===== config.mk =====
export PLATFORM = sky130hd
export DESIGN_NAME = regulation_hunting_detector_core
export DESIGN_NICKNAME = d
export VERILOG_FILES = /design/src/sv/rhd_pkg.sv /design/src/sv/rhd_ring.sv /design/src/sv/rhd_seq.sv /design/src/sv/rhd_dpath.sv /design/src/sv/regulation_hunting_detector_core.sv
export SDC_FILE = /design/constraint.sdc
export NUM_CORES = 1
export LEC_CHECK = 0
export BUFFER_PORTS_ARGS = -buffer_cell sky130_fd_sc_hd__buf_2
export CAP_MARGIN = 5
export CORE_MARGIN = 4
export CORE_UTILIZATION = 64
export CTS_BUF_LIST = sky130_fd_sc_hd__clkbuf_2
export DETAILED_ROUTE_END_ITERATION = 10
export GPL_TIMING_DRIVEN = 0
export PLACE_DENSITY = 0.91
export SETUP_SLACK_MARGIN = 0.1
export SKIP_LAST_GASP = 1
export SYNTH_ARGS = -nofsm -noshare
export SYNTH_HDL_FRONTEND = slang
export SYNTH_SLANG_ARGS = --single-unit

===== constraint.sdc =====
create_clock -name clk -period 11.1 [get_ports clk]
set_input_delay 2.22 -clock clk [delete_from_list [all_inputs] [get_ports clk]]
set_output_delay 2.22 -clock clk [all_outputs]
set_load 0.02 [all_outputs]

===== src/sv/rhd_pkg.sv =====
package rhd_pkg;

  localparam int SAMPLE_DEPTH       = 16;
  localparam int SAMPLE_INTERVAL_MS = 30000;
  localparam int MS_PER_MINUTE      = 60000;
  localparam int PERCENT_MAX        = 100;

  localparam int AW = $clog2(SAMPLE_DEPTH);
  localparam int FW = $clog2(SAMPLE_DEPTH + 1);
  localparam int VW = 7;

  localparam int THR_W   = 8;
  localparam int MIN_W   = 11;
  localparam int CFG_IW  = 2;
  localparam int CFG_DW  = 11;
  localparam int CNT_W   = 6;
  localparam int PC_W    = 3;

  localparam logic [CFG_IW-1:0] REG_THRESHOLD = 2'd0;
  localparam logic [CFG_IW-1:0] REG_CLEAR_MIN = 2'd1;

  localparam logic [THR_W-1:0] THR_RESET = 8'd4;
  localparam logic [MIN_W-1:0] MIN_RESET = 11'd10;

  typedef enum logic [2:0] {
    OP_WAIT,
    OP_GATE,
    OP_PUSH,
    OP_INIT,
    OP_PRIME,
    OP_WALK,
    OP_DECIDE,
    OP_EMIT
  } op_t;

  typedef enum logic [2:0] {
    COND_NONE,
    COND_NO_START,
    COND_NOT_TAKEN,
    COND_SHORT,
    COND_MORE,
    COND_OUT_BUSY
  } cond_t;

  typedef struct packed {
    op_t             op;
    cond_t           cond;
    logic [PC_W-1:0] target;
  } ctl_t;

  typedef struct packed {
    logic no_start;
    logic not_taken;
    logic short_fill;
    logic more;
    logic out_busy;
  } flags_t;

  // step numbers of the program
  localparam logic [PC_W-1:0] PC_WAIT   = 3'd0;
  localparam logic [PC_W-1:0] PC_DECIDE = 3'd6;
  localparam logic [PC_W-1:0] PC_EMIT   = 3'd7;
  localparam logic [PC_W-1:0] PC_WALK   = 3'd5;
  localparam logic [PC_W-1:0] PC_LAST   = 3'd7;

  function automatic logic [AW-1:0] addr_inc(input logic [AW-1:0] a);
    addr_inc = (a == AW'(SAMPLE_DEPTH - 1)) ? '0 : a + 1'b1;
  endfunction

endpackage


===== src/sv/rhd_ring.sv =====
module rhd_ring import rhd_pkg::*; (
  input  logic          clk,
  input  logic          we,
  input  logic [AW-1:0] waddr,
  input  logic [VW-1:0] wdata,
  input  logic [AW-1:0] raddr,
  output logic [VW-1:0] rdata
);

  logic [VW-1:0] mem [SAMPLE_DEPTH];
  logic [VW-1:0] rdata_r;

  always_ff @(posedge clk) begin
    if (we) begin
      mem[waddr] <= wdata;
    end
    rdata_r <= mem[raddr];
  end

  assign rdata = rdata_r;

endmodule


===== src/sv/rhd_seq.sv =====
module rhd_seq import rhd_pkg::*; (
  input  logic   clk,
  input  logic   rst_n,
  input  flags_t flags,
  output ctl_t   ctl
);

  logic [PC_W-1:0] pc_r, pc_nxt;
  logic            jump;

  function automatic ctl_t rom(input logic [PC_W-1:0] a);
    ctl_t w;
    unique case (a)
      3'd0:    w = '{op: OP_WAIT,   cond: COND_NO_START,  target: PC_WAIT};
      3'd1:    w = '{op: OP_GATE,   cond: COND_NOT_TAKEN, target: PC_EMIT};
      3'd2:    w = '{op: OP_PUSH,   cond: COND_NONE,      target: PC_WAIT};
      3'd3:    w = '{op: OP_INIT,   cond: COND_NONE,      target: PC_WAIT};
      3'd4:    w = '{op: OP_PRIME,  cond: COND_SHORT,     target: PC_DECIDE};
      3'd5:    w = '{op: OP_WALK,   cond: COND_MORE,      target: PC_WALK};
      3'd6:    w = '{op: OP_DECIDE, cond: COND_NONE,      target: PC_WAIT};
      default: w = '{op: OP_EMIT,   cond: COND_OUT_BUSY,  target: PC_EMIT};
    endcase
    rom = w;
  endfunction

  assign ctl = rom(pc_r);

  always_comb begin
    unique case (ctl.cond)
      COND_NO_START:  jump = flags.no_start;
      COND_NOT_TAKEN: jump = flags.not_taken;
      COND_SHORT:     jump = flags.short_fill;
      COND_MORE:      jump = flags.more;
      COND_OUT_BUSY:  jump = flags.out_busy;
      default:        jump = 1'b0;
    endcase
    if (jump) begin
      pc_nxt = ctl.target;
    end else if (pc_r == PC_LAST) begin
      pc_nxt = PC_WAIT;
    end else begin
      pc_nxt = pc_r + 1'b1;
    end
  end

  always_ff @(posedge clk) begin
    if (!rst_n) begin
      pc_r <= PC_WAIT;
    end else begin
      pc_r <= pc_nxt;
    end
  end

endmodule


===== src/sv/rhd_dpath.sv =====
module rhd_dpath import rhd_pkg::*; (
  input  logic              clk,
  input  logic              rst_n,
  input  ctl_t              ctl,
  output flags_t            flags,
  input  logic              cfg_we,
  input  logic [CFG_IW-1:0] cfg_index,
  input  logic [CFG_DW-1:0] cfg_wdata,
  input  logic              in_valid,
  input  logic [15:0]       in_open_percent,
  input  logic [31:0]       in_time_ms,
  input  logic              out_stall,
  output logic              out_valid,
  output logic              out_sample_taken,
  output logic [CNT_W-1:0]  out_reversal_count,
  output logic              out_hunting,
  output logic [31:0]       out_hunting_since
);

  logic [THR_W-1:0] thr_r;
  logic [MIN_W-1:0] min_r;
  logic [31:0]      quiet_lim_r;

  logic [VW-1:0]    val_r;
  logic [31:0]      now_r;
  logic [AW-1:0]    head_r;
  logic [FW-1:0]    fill_r;
  logic [31:0]      last_time_r;
  logic             hunt_r;
  logic [31:0]      hstart_r;
  logic [31:0]      stable_r;
  logic [CNT_W-1:0] last_rev_r;
  logic             taken_r;

  logic [AW-1:0]    ptr_r;
  logic [FW-1:0]    idx_r;
  logic [VW-1:0]    prev_r;
  logic [CNT_W-1:0] turns_r;
  logic             dir_vld_r;
  logic             dir_up_r;

  logic             ov_r, o_taken_r, o_hunt_r;
  logic [CNT_W-1:0] o_rev_r;
  logic [31:0]      o_since_r;

  logic [AW-1:0]    first;
  logic [AW-1:0]    raddr;
  logic [VW-1:0]    rdata;
  logic             gate_ok;
  logic             d_up;
  logic [VW-1:0]    clamp;

  assign gate_ok = (last_time_r == '0) ||
                   ((now_r - last_time_r) >= 32'(SAMPLE_INTERVAL_MS));
  assign first   = (fill_r < FW'(SAMPLE_DEPTH)) ? '0 : head_r;
  assign raddr   = (ctl.op == OP_INIT) ? first : ptr_r;
  assign d_up    = rdata > prev_r;

  always_comb begin
    if (in_open_percent[15]) begin
      clamp = '0;
    end else if (in_open_percent > 16'(PERCENT_MAX)) begin
      clamp = VW'(PERCENT_MAX);
    end else begin
      clamp = in_open_percent[VW-1:0];
    end
  end

  assign flags.no_start   = !in_valid;
  assign flags.not_taken  = !gate_ok;
  assign flags.short_fill = fill_r < FW'(2);
  assign flags.more       = ({1'b0, idx_r} + 1'b1) < {1'b0, fill_r};
  assign flags.out_busy   = ov_r && out_stall;

  rhd_ring u_ring (
    .clk   (clk),
    .we    (ctl.op == OP_PUSH),
    .waddr (head_r),
    .wdata (val_r),
    .raddr (raddr),
    .rdata (rdata)
  );

  // config registers and the clear time product
  always_ff @(posedge clk) begin
    if (!rst_n) begin
      thr_r <= THR_RESET;
      min_r <= MIN_RESET;
    end else if (cfg_we) begin
      if (cfg_index == REG_THRESHOLD) begin
        thr_r <= cfg_wdata[THR_W-1:0];
      end else if (cfg_index == REG_CLEAR_MIN) begin
        min_r <= cfg_wdata[MIN_W-1:0];
      end
    end
    quiet_lim_r <= 32'(min_r) * 32'(MS_PER_MINUTE);
  end

  // payload working registers
  always_ff @(posedge clk) begin
    unique case (ctl.op)
      OP_WAIT: begin
        if (in_valid) begin
          val_r <= clamp;
          now_r <= in_time_ms;
        end
      end
      OP_INIT: begin
        ptr_r     <= addr_inc(first);
        idx_r     <= FW'(1);
        turns_r   <= '0;
        dir_vld_r <= 1'b0;
        dir_up_r  <= 1'b0;
      end
      OP_PRIME: begin
        prev_r <= rdata;
        ptr_r  <= addr_inc(ptr_r);
      end
      OP_WALK: begin
        prev_r <= rdata;
        ptr_r  <= addr_inc(ptr_r);
        idx_r  <= idx_r + 1'b1;
        if (rdata != prev_r) begin
          if (dir_vld_r && (d_up != dir_up_r)) begin
            turns_r <= turns_r + 1'b1;
          end
          dir_vld_r <= 1'b1;
          dir_up_r  <= d_up;
        end
      end
      default: begin
      end
    endcase
  end

  // detector state
  always_ff @(posedge clk) begin
    if (!rst_n) begin
      head_r      <= '0;
      fill_r      <= '0;
      last_time_r <= '0;
      hunt_r      <= 1'b0;
      hstart_r    <= '0;
      stable_r    <= '0;
      last_rev_r  <= '0;
      taken_r     <= 1'b0;
    end else begin
      unique case (ctl.op)
        OP_GATE: taken_r <= gate_ok;
        OP_PUSH: begin
          head_r      <= addr_inc(head_r);
          last_time_r <= now_r;
          if (fill_r < FW'(SAMPLE_DEPTH)) begin
            fill_r <= fill_r + 1'b1;
          end
        end
        OP_DECIDE: begin
          last_rev_r <= turns_r;
          if ({2'b0, turns_r} >= thr_r) begin
            if (!hunt_r) begin
              hunt_r   <= 1'b1;
              hstart_r <= now_r;
            end
            stable_r <= '0;
          end else if (hunt_r) begin
            if (stable_r == '0) begin
              stable_r <= now_r;
            end else if ((now_r - stable_r) >= quiet_lim_r) begin
              hunt_r   <= 1'b0;
              hstart_r <= '0;
              stable_r <= '0;
            end
          end
        end
        default: begin
        end
      endcase
    end
  end

  // output word register
  always_ff @(posedge clk) begin
    if (!rst_n) begin
      ov_r <= 1'b0;
    end else if (ctl.op == OP_EMIT && !flags.out_busy) begin
      ov_r <= 1'b1;
    end else if (ov_r && !out_stall) begin
      ov_r <= 1'b0;
    end
  end

  always_ff @(posedge clk) begin
    if (ctl.op == OP_EMIT && !flags.out_busy) begin
      o_taken_r <= taken_r;
      o_rev_r   <= last_rev_r;
      o_hunt_r  <= hunt_r;
      o_since_r <= hstart_r;
    end
  end

  assign out_valid          = ov_r;
  assign out_sample_taken   = o_taken_r;
  assign out_reversal_count = o_rev_r;
  assign out_hunting        = o_hunt_r;
  assign out_hunting_since  = o_since_r;

endmodule


===== src/sv/regulation_hunting_detector_core.sv =====
// Regulation hunting detector. Each input word carries a drive opening in
// percent (signed, clamped to 0..100) and a wrapping millisecond time. A word
// is sampled when no sample exists yet or at least 30 s have passed; sampled
// values go into a 16-entry ring, direction reversals are counted oldest
// first, and the hunting flag is raised once the count reaches the
// threshold register and dropped after stable_clear_minutes below it.
// Every input word gives exactly one output word. After a word is taken the
// input stays stalled while the word runs through the program: the gate and
// emit steps if it is gated; if it is sampled, the push, init and prime
// steps, the walk over the ring (skipped while fewer than 2 samples are
// stored) and the decide and emit steps. The walk reads one entry per cycle
// through the single registered read port, over the stored samples (up to
// 16, counted after the push). The wait step that follows takes the next
// word. A finished word waits in the output register while the next one is
// being worked on; the emit step holds as long as that register is still
// full and stalled. Registers: index 0 reversal count threshold, index 1
// stable_clear_minutes; other indexes are ignored.
module regulation_hunting_detector_core import rhd_pkg::*; (
  input  logic              clk,
  input  logic              rst_n,
  // configuration
  input  logic              cfg_we,
  input  logic [CFG_IW-1:0] cfg_index,
  input  logic [CFG_DW-1:0] cfg_wdata,
  // input channel
  input  logic              in_valid,
  output logic              in_stall,
  input  logic [15:0]       in_open_percent,
  input  logic [31:0]       in_time_ms,
  // result channel
  output logic              out_valid,
  input  logic              out_stall,
  output logic              out_sample_taken,
  output logic [CNT_W-1:0]  out_reversal_count,
  output logic              out_hunting,
  output logic [31:0]       out_hunting_since
);

  ctl_t   ctl;
  flags_t flags;

  // program sequencer: step counter plus control ROM
  rhd_seq u_seq (
    .clk   (clk),
    .rst_n (rst_n),
    .flags (flags),
    .ctl   (ctl)
  );

  // datapath: ring, walk registers, detector state, output word
  rhd_dpath u_dpath (
    .clk                (clk),
    .rst_n              (rst_n),
    .ctl                (ctl),
    .flags              (flags),
    .cfg_we             (cfg_we),
    .cfg_index          (cfg_index),
    .cfg_wdata          (cfg_wdata),
    .in_valid           (in_valid),
    .in_open_percent    (in_open_percent),
    .in_time_ms         (in_time_ms),
    .out_stall          (out_stall),
    .out_valid          (out_valid),
    .out_sample_taken   (out_sample_taken),
    .out_reversal_count (out_reversal_count),
    .out_hunting        (out_hunting),
    .out_hunting_since  (out_hunting_since)
  );

  // a word is taken only in the wait step
  assign in_stall = (ctl.op != OP_WAIT);

`ifndef SYNTHESIS
  // once a word is taken the sequencer leaves the wait step
  a_busy_after_accept: assert property (@(posedge clk) disable iff (!rst_n)
    (in_valid && !in_stall) |=> in_stall)
    else $error("input taken twice in a row");

  // start time is cleared together with the flag
  a_since_zero: assert property (@(posedge clk) disable iff (!rst_n)
    (out_valid && !out_hunting) |-> (out_hunting_since == '0))
    else $error("hunting_since set while not hunting");

  // a ring of N samples holds at most N-2 reversals
  a_count_bound: assert property (@(posedge clk) disable iff (!rst_n)
    out_valid |-> (out_reversal_count <= CNT_W'(SAMPLE_DEPTH - 2)))
    else $error("reversal count out of range");
`endif

endmodule


==> metrics <==
CTS sink cnt=380; clk_lat worst skew=1020 ps; Setup WS pre-CTS=4660 ps; Worst-path clk slew=100 ps; EDFF count, synth=215; Buffers on Ports=107; pwr dens=213 nW/um^2; nets=2,641; final setup margin=4440 ps; Antenna Nets Post-Route=0; logic gate share of total power=41.5%; Reg power frac=39.9%; Clock Skew=70.8 ps; crit share post-route=60.0%; floorplan core area=32,700 sq um; Yosys reg bits=380; maximum VDD drop=0.000111 V; TritonCTS clock tree=done; FP Rows=66; I/O Pins=108; Routed WL per cell=19.5 microns; MaxCap Viol Count=0; min-delay worst type=reg -> reg; Max Slew Vio Count=0; cts bufs inserted=92; Synth Warn #=0; Syn Inst Count=2,152; Die Area=36,300 sq um; global-route wire length before repair=89,400 microns; Detailed Place HPWL=41,700 microns; post-layout util=71.4%; largest net degree at the start of global routing=28; Slew @ Worst Pin=1140 ps; status=complete, no violations; layout overhead on the synthesized area=9.50%; Root Driver=clkbuf_2; total track usage=30.6%; post-synthesis async set-or-reset flop share=0%; share of post-route cells with drive strength above 1=12.4%; vias in the first global route=17.7k; # setup viols final=0; crit path DAT=7500 ps; Worst Path Required=11,940 ps; Initial Utilization=65.2%; first-iteration detailed-routing DRC count=2,170; # placed instances=2,703; slowest stage delay, CP=720 ps; WP buf/inv=1; worst-path fanout max=10; die height=191 microns; Critical-path top delay cell=nor4_1; final hold slack=443 ps; via count=17.9k; Slew Limit Headroom=23.5%; register area share after synthesis=45.8%; power share of the clock group=18.7%; drt pass-1 iters=6; post-route insts no fill=2,876; routability cong.=0.983; H-tree depth=3; mapped cell area=21,300 sq um; Leak Pwr=0.00948 uW; antenna violations before repair=4; hold buffers post-CTS=0; WL final=56,000 microns; Residual DRC=0; fmax=150 MHz; total negative setup slack=0 ps; CTS-repair resized insts=0; Crit path max-delay family=compound AO/OA/AOI/OAI gates; GRT overflow=0; Crit Path Category=reg -> reg; CP Capture Type=register; net switching component of the power=2100 uW; routed vias/inst=6.23; worst path cell trace=ha_1 -> a21oi_1 -> nand2_1 -> a21o_1 -> o21a_1 -> a211oi_2 -> nand2_1 -> a31o_2 -> a21oi_1 -> xnor2_1 -> ha_1 -> nand3_1 -> nor4_1 -> o21ai_0 -> o311ai_0 -> or3_1 -> nor4bb_1 -> mux2_2 -> a41o_1 -> nor2_2 -> buf_2 -> o31ai_1; maximum buffer depth of the clock tree=3; Setup Fix Bufs, Post-CTS=0; switch share=42.3%; Avg Cell Area, Syn=9.91 sq um; Setup crit start kind=register; min Tclk post-route=6660 ps; Synth cell types=82; Top FF cell, synth=edfxtp_1; P_int=2870 uW; Final Hold Viols=0; RSZ-0062 raised after global routing=false; syn nets=2,438; Die Wd=191 microns
==> placed cells by master (no fill, tap or decap), types with 14 or more instances in the layout <==
cell        n
nor3_1     23
nor4_1     21
a21o_1     31
nand3_1    38
o21a_1     18
a31oi_1    26
inv_1     182
a311oi_1   17
xnor2_1    46
fa_1       38
o21ai_0    52
edfxtp_1  215
nor2_1    131
xor2_1     22
ha_1      182
and2_1     40
buf_2     122
nand4_1    22
nor2b_1    24
a21oi_1   143
a22o_1     32
o31ai_1    36
a21boi_0   53
a211oi_1   47
nand2_1   282
dfxtp_1   165
clkbuf_1   72
clkinv_1   24
clkbuf_2  136
o21bai_1   14
==> power groups by stage <==
stage / Sequential, uW / Clock [uW] / Combinational [uW]
after global placement: 2000 / 0 / 1880
final: 1980 / 928 / 2060
after detailed placement: 2000 / 0 / 2000
after global routing: 2000 / 1010 / 2250
after CTS: 1970 / 931 / 2020
after floorplan: 2030 / 0 / 1320
==> logic make-up (layout without fill, tap and decap cells) <==
family | count (synthesis) | count (layout) | share of synthesized area [%]
simple gates | 654 | 654 | 14.3
compound gates | 542 | 542 | 17.4
flops | 380 | 380 | 45.8
buf+inv | 275 | 554 | 4.94
fa+ha+maj | 220 | 220 | 14.2
xor+xnor | 68 | 68 | 2.79
mux | 13 | 13 | 0.616
other cells | 0 | 3 | 0
==> synth_stat cells (4+ instances only) <==
| cell | n | share of area (%) |
|---|---|---|
| nand2_1 | 282 | 5.0 |
| edfxtp_1 | 215 | 30 |
| ha_1 | 182 | 11 |
| inv_1 | 182 | 3.2 |
| dfxtp_1 | 165 | 15 |
| a21oi_1 | 144 | 3.4 |
| nor2_1 | 132 | 2.3 |
| clkbuf_1 | 72 | 1.3 |
| a21boi_0 | 53 | 1.9 |
| o21ai_0 | 52 | 1.2 |
| a211oi_1 | 47 | 1.7 |
| xnor2_1 | 46 | 1.9 |
| and2_1 | 40 | 1.2 |
| fa_1 | 38 | 3.6 |
| nand3_1 | 38 | 0.89 |
| o31ai_1 | 36 | 1.3 |
| a22o_1 | 32 | 1.3 |
| a21o_1 | 31 | 1.1 |
| a31oi_1 | 26 | 0.76 |
| nor2b_1 | 24 | 0.70 |
| nor3_1 | 23 | 0.54 |
| nand4_1 | 22 | 0.65 |
| xor2_1 | 22 | 0.90 |
| nor4_1 | 21 | 0.62 |
| o21a_1 | 18 | 0.63 |
| a311oi_1 | 17 | 0.70 |
| buf_2 | 15 | 0.35 |
| o21bai_1 | 14 | 0.49 |
| and3_1 | 12 | 0.35 |
| mux2i_1 | 12 | 0.56 |
| nand2b_1 | 12 | 0.35 |
| o211ai_1 | 9 | 0.32 |
| or3_1 | 9 | 0.26 |
| or2_2 | 8 | 0.23 |
| a221oi_1 | 6 | 0.25 |
| o2111ai_1 | 6 | 0.25 |
| o21ai_1 | 6 | 0.14 |
| and2_0 | 4 | 0.12 |
| nand3b_1 | 4 | 0.14 |
| nor3b_1 | 4 | 0.14 |
| o311ai_0 | 4 | 0.16 |
| o31a_1 | 4 | 0.16 |
==> through the flow <==
stage / total power [uW] / area [sq um]
finish: 4970 / 23400
floorplan: 3360 / 21300
CTS: 4920 / 23300
global route: 5270 / 23400
detailed placement: 4010 / 22500
global placement: 3880 / 22400
==> final timing paths <==
kind / startpoint / to / slack, ps / cells after the start
worst max-delay path: u_dpath.now_r[17] / u_dpath.hstart_r[6] / 4440 / 22
worst min-delay path: u_dpath.hstart_r[12] / u_dpath.out_hunting_since[12] / 440 / 0
worst max register to register: u_dpath.now_r[17] / u_dpath.hstart_r[6] / 4440 / 22
worst min register to register: u_dpath.hstart_r[12] / u_dpath.out_hunting_since[12] / 440 / 0
==> registers in the layout, summed over array words and instances (netlist names), 8 cells and up <==
register	cells
u_dpath.quiet_lim_r	22
u_dpath.thr_r	8
u_dpath.u_ring.mem	112
u_dpath.now_r	32
u_dpath.out_hunting_since	32
u_dpath.stable_r	32
u_dpath.min_r	11
u_dpath.hstart_r	32
u_dpath.last_time_r	32
==> area by class of cell <==
| type | count | area, sq um |
|---|---|---|
| Antenna cell | 3 | 7.51 |
| Buffer | 92 | 367 |
| Clock buffer | 134 | 671 |
| Clock inverter | 36 | 193 |
| Fill cell | 2295 | 9340 |
| Inverter | 183 | 687 |
| Multi-Input combinational cell | 1497 | 10500 |
| Sequential cell | 380 | 9760 |
| Tap cell | 442 | 553 |
| Timing Repair Buffer | 109 | 583 |
==> per-layer routing <==
metal	track usage (%)	share of wire [%]
met5	0	0.046
met1	39.3	38
met3	6.77	10
met2	49.6	47
met4	14.8	5.0
==> worst register-to-register path, stage by stage, from the launching register on <==
cell and delay, ps:
edfxtp_1 600, ha_1 460, a21oi_1 270, nand2_1 120, a21o_1 210, o21a_1 200, a211oi_2 320, nand2_1 140
a31o_2 270, a21oi_1 170, xnor2_1 90, ha_1 300, nand3_1 160, nor4_1 720, o21ai_0 210, o311ai_0 690
or3_1 210, nor4bb_1 40, mux2_2 310, a41o_1 240, nor2_2 360, buf_2 300, o31ai_1 110
(Power assumes the default switching activity.)
